<file path="config.mk">
export PLATFORM = sky130hd
export DESIGN_NAME = tsv_column_integer_extractor
export DESIGN_NICKNAME = d
export VERILOG_FILES = /design/src/rtl/tsvci_pkg.sv /design/src/rtl/tsv_column_integer_extractor.sv /design/src/rtl/tsvci_cfg.sv /design/src/rtl/tsvci_parse.sv
export SDC_FILE = /design/constraint.sdc
export NUM_CORES = 1
export LEC_CHECK = 0
export BUFFER_PORTS_ARGS = -buffer_cell sky130_fd_sc_hd__buf_2
export CORE_ASPECT_RATIO = 0.7
export CORE_MARGIN = 2
export CORE_UTILIZATION = 60
export CTS_CLUSTER_DIAMETER = 80
export DETAILED_ROUTE_END_ITERATION = 8
export GPL_ROUTABILITY_DRIVEN = 0
export HOLD_SLACK_MARGIN = 0.12
export PLACE_DENSITY = 0.76
export REMOVE_ABC_BUFFERS = 1
export SLEW_MARGIN = 20
export SYNTH_ARGS = -nofsm -noshare
export SYNTH_HDL_FRONTEND = slang
export SYNTH_SLANG_ARGS = --single-unit
</file>
<file path="constraint.sdc">
create_clock -name clk -period 7.4 [get_ports clk]
set_input_delay 0.37 -clock clk [delete_from_list [all_inputs] [get_ports clk]]
set_output_delay 0.37 -clock clk [all_outputs]
set_load 0.01 [all_outputs]
</file>
<file path="src/rtl/tsvci_pkg.sv">
// tsvci_pkg: shared types and constants for the TSV column integer extractor.
// Used by tsvci_cfg, tsvci_parse, the top level and the testbench; depends on nothing else.
package tsvci_pkg;

	// Row limit per file and the widths that follow from it
	localparam int MaxRows  = 65536;
	localparam int RowW     = $clog2(MaxRows + 1);
	localparam int RowNumW  = 16;
	localparam int RowExtW  = (RowW > RowNumW) ? RowW : RowNumW;

	localparam int ValW     = 32;
	localparam int AccExtW  = ValW + 6;
	localparam int ColW     = 5;
	localparam int CfgIdxW  = 2;
	localparam int CfgDataW = ColW;

	localparam logic signed [ValW-1:0] IntMax = 32'sh7FFF_FFFF;
	localparam logic signed [ValW-1:0] IntMin = 32'sh8000_0000;

	// Character codes
	localparam logic [7:0] ChTab   = 8'h09;
	localparam logic [7:0] ChCr    = 8'h0D;
	localparam logic [7:0] ChLf    = 8'h0A;
	localparam logic [7:0] ChMinus = 8'h2D;
	localparam logic [7:0] ChZero  = 8'h30;

	localparam logic [ColW-1:0] ColCountReset  = 5'd2;
	localparam logic [ColW-1:0] ColSelectReset = 5'd2;

	typedef enum logic [CfgIdxW-1:0] {
		CFG_COLUMN_COUNT  = 2'd0,
		CFG_COLUMN_SELECT = 2'd1
	} cfg_reg_t;

	typedef enum logic [1:0] {
		PH_SKIP  = 2'd0,
		PH_FIELD = 2'd1,
		PH_WAIT  = 2'd2,
		PH_DONE  = 2'd3
	} phase_t;

	typedef struct packed {
		logic [7:0] data_byte;
		logic       end_of_data;
	} in_item_t;

	typedef struct packed {
		logic signed [ValW-1:0] value;
		logic [RowNumW-1:0]     row_number;
		logic                   overflowed;
		logic                   last;
	} out_item_t;

	typedef struct packed {
		logic [ColW-1:0] column_count;
		logic [ColW-1:0] column_select;
	} cfg_t;

	typedef struct packed {
		logic      emit;
		out_item_t item;
	} res_t;

	typedef struct packed {
		phase_t          phase;
		logic [RowW-1:0] rows_done;
	} status_t;

endpackage

</file>
<file path="src/rtl/tsv_column_integer_extractor.sv">
// tsv_column_integer_extractor: top level, input and result registers around the parser.
// Depends on tsvci_pkg, tsvci_cfg and tsvci_parse.
//
// Streams a tab-separated text file in, one byte per word, and returns the signed
// decimal integer of the selected column for each complete row, saturated to 32 bits.
// It sustains one byte per clock while the result register is not stalled; an accepted byte
// passes through the input register, then the parser step into the result register.
// The rate is set by the parser's row state, which is read and rewritten in each
// byte step. A byte flagged end_of_data closes the file: an unfinished row
// is dropped and the row count restarts. After the row limit the block stays silent
// until the next end_of_data. Configuration writes are always ready and must only be
// made while no byte is in flight.
module tsv_column_integer_extractor import tsvci_pkg::*; (
	input  logic                clk,
	input  logic                arst_n,
	input  logic                in_valid,
	output logic                in_stall,
	input  in_item_t            in_data,
	output logic                out_valid,
	input  logic                out_stall,
	output out_item_t           out_data,
	input  logic                cfg_valid,
	output logic                cfg_ready,
	input  logic [CfgIdxW-1:0]  cfg_index,
	input  logic [CfgDataW-1:0] cfg_data
);

	logic      valid_s1;
	in_item_t  data_s1;
	logic      out_valid_s2;
	out_item_t out_data_s2;
	logic      adv;
	logic      step;
	logic      accept;
	cfg_t      cfg;
	res_t      res;
	status_t   status;

	assign cfg_ready = 1'b1;

	tsvci_cfg u_cfg (
		.clk      (clk),
		.arst_n   (arst_n),
		.wr_en    (cfg_valid && cfg_ready),
		.wr_index (cfg_index),
		.wr_data  (cfg_data),
		.cfg      (cfg)
	);

	// the result register can load when empty or being drained
	assign adv      = !out_valid_s2 || !out_stall;
	assign step     = valid_s1 && adv;
	assign in_stall = valid_s1 && !adv;
	assign accept   = in_valid && !in_stall;

	tsvci_parse u_parse (
		.clk    (clk),
		.arst_n (arst_n),
		.step   (step),
		.item   (data_s1),
		.cfg    (cfg),
		.res    (res),
		.status (status)
	);

	always_ff @(posedge clk or negedge arst_n) begin
		if (!arst_n) begin
			valid_s1     <= 1'b0;
			out_valid_s2 <= 1'b0;
		end else begin
			valid_s1 <= accept || in_stall;
			if (adv)
				out_valid_s2 <= step && res.emit;
		end
	end

	always_ff @(posedge clk) begin
		if (accept)
			data_s1 <= in_data;
		if (step && res.emit)
			out_data_s2 <= res.item;
	end

	assign out_valid = out_valid_s2;
	assign out_data  = out_data_s2;

	// a held input word is kept until the parser takes it
	assert property (@(posedge clk) disable iff (!arst_n)
		(valid_s1 && !adv) |=> (valid_s1 && $stable(data_s1)))
		else $error("input word lost while result register blocked");

	assert property (@(posedge clk) disable iff (!arst_n)
		status.rows_done <= RowW'(MaxRows))
		else $error("row count beyond row limit");

	// a final result leaves the parser at a row start or stopped
	assert property (@(posedge clk) disable iff (!arst_n)
		(step && res.emit && res.item.last) |=>
		(status.phase == PH_SKIP || status.phase == PH_DONE))
		else $error("parser not restarted after last row");

	assert property (@(posedge clk) disable iff (!arst_n)
		(step && data_s1.end_of_data) |=> (status.rows_done == '0))
		else $error("row count not cleared at end of file");

endmodule

</file>
<file path="src/rtl/tsvci_cfg.sv">
// tsvci_cfg: column count and column select registers behind the write port.
// Depends on tsvci_pkg.
module tsvci_cfg import tsvci_pkg::*; (
	input  logic                clk,
	input  logic                arst_n,
	input  logic                wr_en,
	input  logic [CfgIdxW-1:0]  wr_index,
	input  logic [CfgDataW-1:0] wr_data,
	output cfg_t                cfg
);

	cfg_t cfg_q;

	always_ff @(posedge clk or negedge arst_n) begin
		if (!arst_n) begin
			cfg_q.column_count  <= ColCountReset;
			cfg_q.column_select <= ColSelectReset;
		end else if (wr_en) begin
			case (wr_index)
				CFG_COLUMN_COUNT:  cfg_q.column_count  <= wr_data;
				CFG_COLUMN_SELECT: cfg_q.column_select <= wr_data;
				default: ;
			endcase
		end
	end

	assign cfg = cfg_q;

endmodule

</file>
<file path="src/rtl/tsvci_parse.sv">
// tsvci_parse: row parser state and the combinational byte step that updates it.
// Depends on tsvci_pkg; stepped by the top level once per registered word.
module tsvci_parse import tsvci_pkg::*; (
	input  logic     clk,
	input  logic     arst_n,
	input  logic     step,
	input  in_item_t item,
	input  cfg_t     cfg,
	output res_t     res,
	output status_t  status
);

	phase_t                 phase_q, phase_d;
	logic [ColW-1:0]        tabs_q, tabs_d;
	logic                   started_q, started_d;
	logic                   neg_q, neg_d;
	logic signed [ValW-1:0] acc_q, acc_d;
	logic                   sat_q, sat_d;
	logic [RowW-1:0]        rows_q, rows_d;

	logic [ColW-1:0]           sel;
	logic [7:0]                stop_ch;
	logic [7:0]                b;
	logic                      in_field;
	logic                      emit;
	logic                      last;
	logic [RowW-1:0]           rows_inc;
	logic signed [AccExtW-1:0] acc_ext;
	logic signed [AccExtW-1:0] digit;
	logic signed [AccExtW-1:0] mac;
	logic signed [ValW-1:0]    neg_val;
	logic                      neg_sat;
	logic [RowExtW-1:0]        rows_ext;

	assign b        = item.data_byte;
	assign sel      = (cfg.column_select == '0) ? ColW'(1) : cfg.column_select;
	assign stop_ch  = (cfg.column_select == cfg.column_count) ? ChCr : ChTab;
	assign rows_inc = rows_q + RowW'(1);
	assign last     = item.end_of_data || (rows_inc >= RowW'(MaxRows));

	// acc * 10 + (byte - '0') as shifts and adds, wide enough not to wrap
	assign acc_ext = AccExtW'(acc_q);
	assign digit   = $signed(AccExtW'(b)) - $signed(AccExtW'(ChZero));
	assign mac     = (acc_ext <<< 3) + (acc_ext <<< 1) + digit;

	// Next state
	always_comb begin
		phase_d   = phase_q;
		tabs_d    = tabs_q;
		started_d = started_q;
		neg_d     = neg_q;
		acc_d     = acc_q;
		sat_d     = sat_q;
		rows_d    = rows_q;
		in_field  = 1'b0;
		emit      = 1'b0;

		case (phase_q)
			PH_SKIP: begin
				if (({1'b0, tabs_q} + (ColW+1)'(1)) < {1'b0, sel}) begin
					if (b == ChTab)
						tabs_d = tabs_q + ColW'(1);
				end else begin
					in_field = 1'b1;
				end
			end
			PH_FIELD: in_field = 1'b1;
			PH_WAIT:  emit = (b == ChLf);
			default: ;
		endcase

		if (in_field) begin
			phase_d   = PH_FIELD;
			started_d = 1'b1;
			if (!started_q && b == ChMinus) begin
				neg_d = 1'b1;
			end else if (b == stop_ch) begin
				phase_d = PH_WAIT;
			end else if (mac > AccExtW'(IntMax)) begin
				acc_d = IntMax;
				sat_d = 1'b1;
			end else if (mac < AccExtW'(IntMin)) begin
				acc_d = IntMin;
				sat_d = 1'b1;
			end else begin
				acc_d = ValW'(mac);
			end
		end

		if (emit) begin
			phase_d   = (last && !item.end_of_data) ? PH_DONE : PH_SKIP;
			tabs_d    = '0;
			started_d = 1'b0;
			neg_d     = 1'b0;
			acc_d     = '0;
			sat_d     = 1'b0;
			rows_d    = rows_inc;
		end

		// end of file: back to a fresh file whatever happened above
		if (item.end_of_data) begin
			phase_d   = PH_SKIP;
			tabs_d    = '0;
			started_d = 1'b0;
			neg_d     = 1'b0;
			acc_d     = '0;
			sat_d     = 1'b0;
			rows_d    = '0;
		end
	end

	// Result
	always_comb begin
		neg_val  = -acc_q;
		neg_sat  = 1'b0;
		rows_ext = RowExtW'(rows_q);
		if (acc_q == IntMin) begin
			neg_val = IntMax;
			neg_sat = 1'b1;
		end
		res.emit            = emit;
		res.item.value      = neg_q ? neg_val : acc_q;
		res.item.row_number = rows_ext[RowNumW-1:0];
		res.item.overflowed = sat_q || (neg_q && neg_sat);
		res.item.last       = last;
	end

	always_ff @(posedge clk or negedge arst_n) begin
		if (!arst_n) begin
			phase_q   <= PH_SKIP;
			tabs_q    <= '0;
			started_q <= 1'b0;
			neg_q     <= 1'b0;
			acc_q     <= '0;
			sat_q     <= 1'b0;
			rows_q    <= '0;
		end else if (step) begin
			phase_q   <= phase_d;
			tabs_q    <= tabs_d;
			started_q <= started_d;
			neg_q     <= neg_d;
			acc_q     <= acc_d;
			sat_q     <= sat_d;
			rows_q    <= rows_d;
		end
	end

	assign status.phase     = phase_q;
	assign status.rows_done = rows_q;

endmodule

</file>
==> reports/summary.txt <==
Synth Area in Simple Gates: 16.3%
Pin count of the biggest net entering global routing: 72
Register bit total from synthesis: 130
Slew margin rel.: 39.3%
Area after DPL: 9990 um^2
Min Tclk post-route: 6960 ps
Post-synthesis sequential area ratio: 37.5%
Least-Margin Pin Slew: 910 ps
H-tree depth: 4
Root Buffer: clkbuf_16
Via-to-Cell Ratio: 6.28
Worst-path fanout max: 29
Vias in the first global route: 7428
Antenna-violating nets left: 0
Fill cell count: 1196
I/O Buffers: 72
Status: completed
TritonCTS clock tree: built
CP Data Arrival Time: 7310 ps
Pre-antenna DRT Iters: 5
Layout area overhead: 12.0%
Cells after Synth: 989
HP Class: input port to flop
Fin Setup TNS: 0 ps
Wire per inst: 18.9 um
Final hold violation count: 0
Number of primary I/O pins: 74
Layout Nets: 1168
Max Freq: 144 MHz
Inserted Clock Buffers: 17
Die height: 109 um
Clk buf depth: 2
Critical path's slowest cell: o41a_1
Synth cell types: 81
DR vias: 8044
Worst Clk Skew: 10.9 ps
Cell Area, Synth: 9480 um^2
Main synth FF type: dfrtp_1
Final Setup Violations: 0
Final Core Density: 68.7%
Number of flops mapped to enable cells by yosys: 59
RSZ-0062 raised after global routing: no
Worst setup SP type: flop
Mean Syn Cell Area: 9.58 um^2
First-pass GRT wire length: 38900 um
Overflow after GRT: 0
Max-Cap Viols: 0
Worst-path clk slew: 70 ps
Share of cells above drive strength 1: 14.3%
Antenna violations before repair: 0
Yosys warning total: 0
Fin. max-slew vios: 0
Die ar.: 16800 um^2
Final period util: 94.0%
GRT Overall Usage: 29.4%
Post-route DRC: 0
Starting density of the core: 61.3%
Synth Area in XOR/XNOR: 9.71%
Multiplexer area fraction after synthesis: 1.84%
Main combinational cell family by area after synthesis: compound AO/OA/AOI/OAI gates
Die Wd: 154 um
Critical path type: flop to flop
Final WL: 24200 um
Clock sink count: 130
N_diodes: 0
Final Cell Area: 10600 um^2
Post-DP HPWL: 17400 um
Post-Synth Adder-Cell Area: 10.6%
Compound-gate portion of the synthesized area: 20.8%
Row count: 38
Post-synth ARST share: 54.6%
Initial DRC count: 704
CP Capture Type: flop
Clk Latency, worst-skew pair: 420 ps
CP max stage delay: 500 ps
WP data required: 7750 ps
Core Area: 15500 um^2
## routing by layer
layer	track usage, %	share of wire [%]	vias up
li1	-	-	3852
met1	44.0	49	3830
met2	43.0	42	330
met3	6.76	7.8	32
met4	7.68	1.3	0
met5	0	0	-
## worst paths after layout
kind / start / end / slack (ps) / depth (start not counted)
worst max-delay path: u_parse.acc_q[2] / u_parse.acc_q[13] / 440 / 25
worst min-delay path: in_data[0] / data_s1[0] / 130 / 1
worst max register to register: u_parse.acc_q[2] / u_parse.acc_q[13] / 440 / 25
worst min register to register: u_parse.rows_ext[6] / out_data[8] / 510 / 0
max in group asynchronous: arst_n / u_parse.acc_q[10] / 6640 / 2
min in group asynchronous: arst_n / u_parse.rows_ext[15] / 140 / 2
## timing repair
action / 4_1_cts / 5_1_grt
gates resized for setup: 0 / 1
hold endpoints to repair: 5 / 0
setup buffers: 0 / 0
setup endpoints to repair: 0 / 29
hold buffers: 5 / 0
## layout make-up
class | instances | area (um^2) | share of cell area (%)
Multi-Input combinational cell | 801 | 5640 | 53.2
Sequential cell | 130 | 3550 | 33.5
Timing Repair Buffer | 88 | 493 | 4.65
Clock buffer | 17 | 425 | 4.01
Tap cell | 200 | 250 | 2.36
Clock inverter | 15 | 138 | 1.30
Inverter | 30 | 113 | 1.06
## cell usage in the layout, fill, tap and decap left out, types with 27 or more instances in the layout
cell	Yosys	routed
nor2_1	62	60
ha_1	77	77
dfrtp_1	69	69
inv_1	30	30
a21oi_1	77	77
o21ai_0	53	53
xor2_1	50	50
nand2_1	102	102
buf_2	3	72
edfxtp_1	59	59
a221o_1	27	27
xnor2_1	55	55
## state kept, by name, indices dropped and copies added, names as in the netlist, 2 cells and up
name	cells
u_parse.tabs_q	5
u_parse.rows_ext	17
u_parse.phase_q	2
out_data	50
u_cfg.cfg	10
data_s1	9
u_parse.acc_q	32
## cells by family after synthesis
kind of cell / after synthesis
adder cells (fa/ha/maj): 79
AO/OA/AOI/OAI: 288
multiplexers: 16
buffers and inverters: 58
AND/OR/NAND/NOR: 312
flip-flops: 130
XOR/XNOR: 105
other: 1
## critical path: cells and delay by family, from the launching register on
family,cells,cell delay [ps]
AOI/OAI and AO/OA,11,2750
and+or+nand+nor,9,2370
adders and majority gates,3,860
DFF,1,470
buffers and inverters,2,440
## synthesized netlist by cell type, types with 8 or more instances
cell type | number | area share [%]
a211oi_1 | 9 | 0.71
a21o_1 | 26 | 2.1
a21oi_1 | 77 | 4.1
a221o_1 | 27 | 2.9
and2_1 | 8 | 0.53
and3_1 | 13 | 0.86
buf_6 | 8 | 0.95
clkbuf_1 | 9 | 0.36
dfrtp_1 | 69 | 18
edfxtp_1 | 59 | 19
ha_1 | 77 | 10
inv_1 | 30 | 1.2
mux2_2 | 11 | 1.3
nand2_1 | 102 | 4.0
nand2b_1 | 19 | 1.3
nand3_1 | 26 | 1.4
nand4_1 | 13 | 0.86
nor2_1 | 62 | 2.5
nor2b_1 | 9 | 0.59
nor3_1 | 13 | 0.69
o211ai_1 | 12 | 0.95
o21a_1 | 11 | 0.87
o21ai_0 | 53 | 2.8
o21bai_1 | 11 | 0.87
o31ai_1 | 13 | 1.0
or3_1 | 13 | 0.86
xnor2_1 | 55 | 5.1
xor2_1 | 50 | 4.6
## per-stage QoR
| step | cells | setup slack (ps) | hold slack (ps) |
|---|---|---|---|
| 2_1_floorplan | 961 | 1320 | 74.4 |
| 3_3_place_gp | 1244 | 698 | 479 |
| 3_5_place_dp | 1244 | 507 | 485 |
| 4_1_cts | 1281 | 433 | 130 |
| 5_1_grt | 1281 | 22.2 | 121 |
| 6_report | 1281 | 444 | 129 |
Power is left out: the tool's default activity adds up to more than one toggle a clock period on the data nets, which glitch-free logic cannot reach.
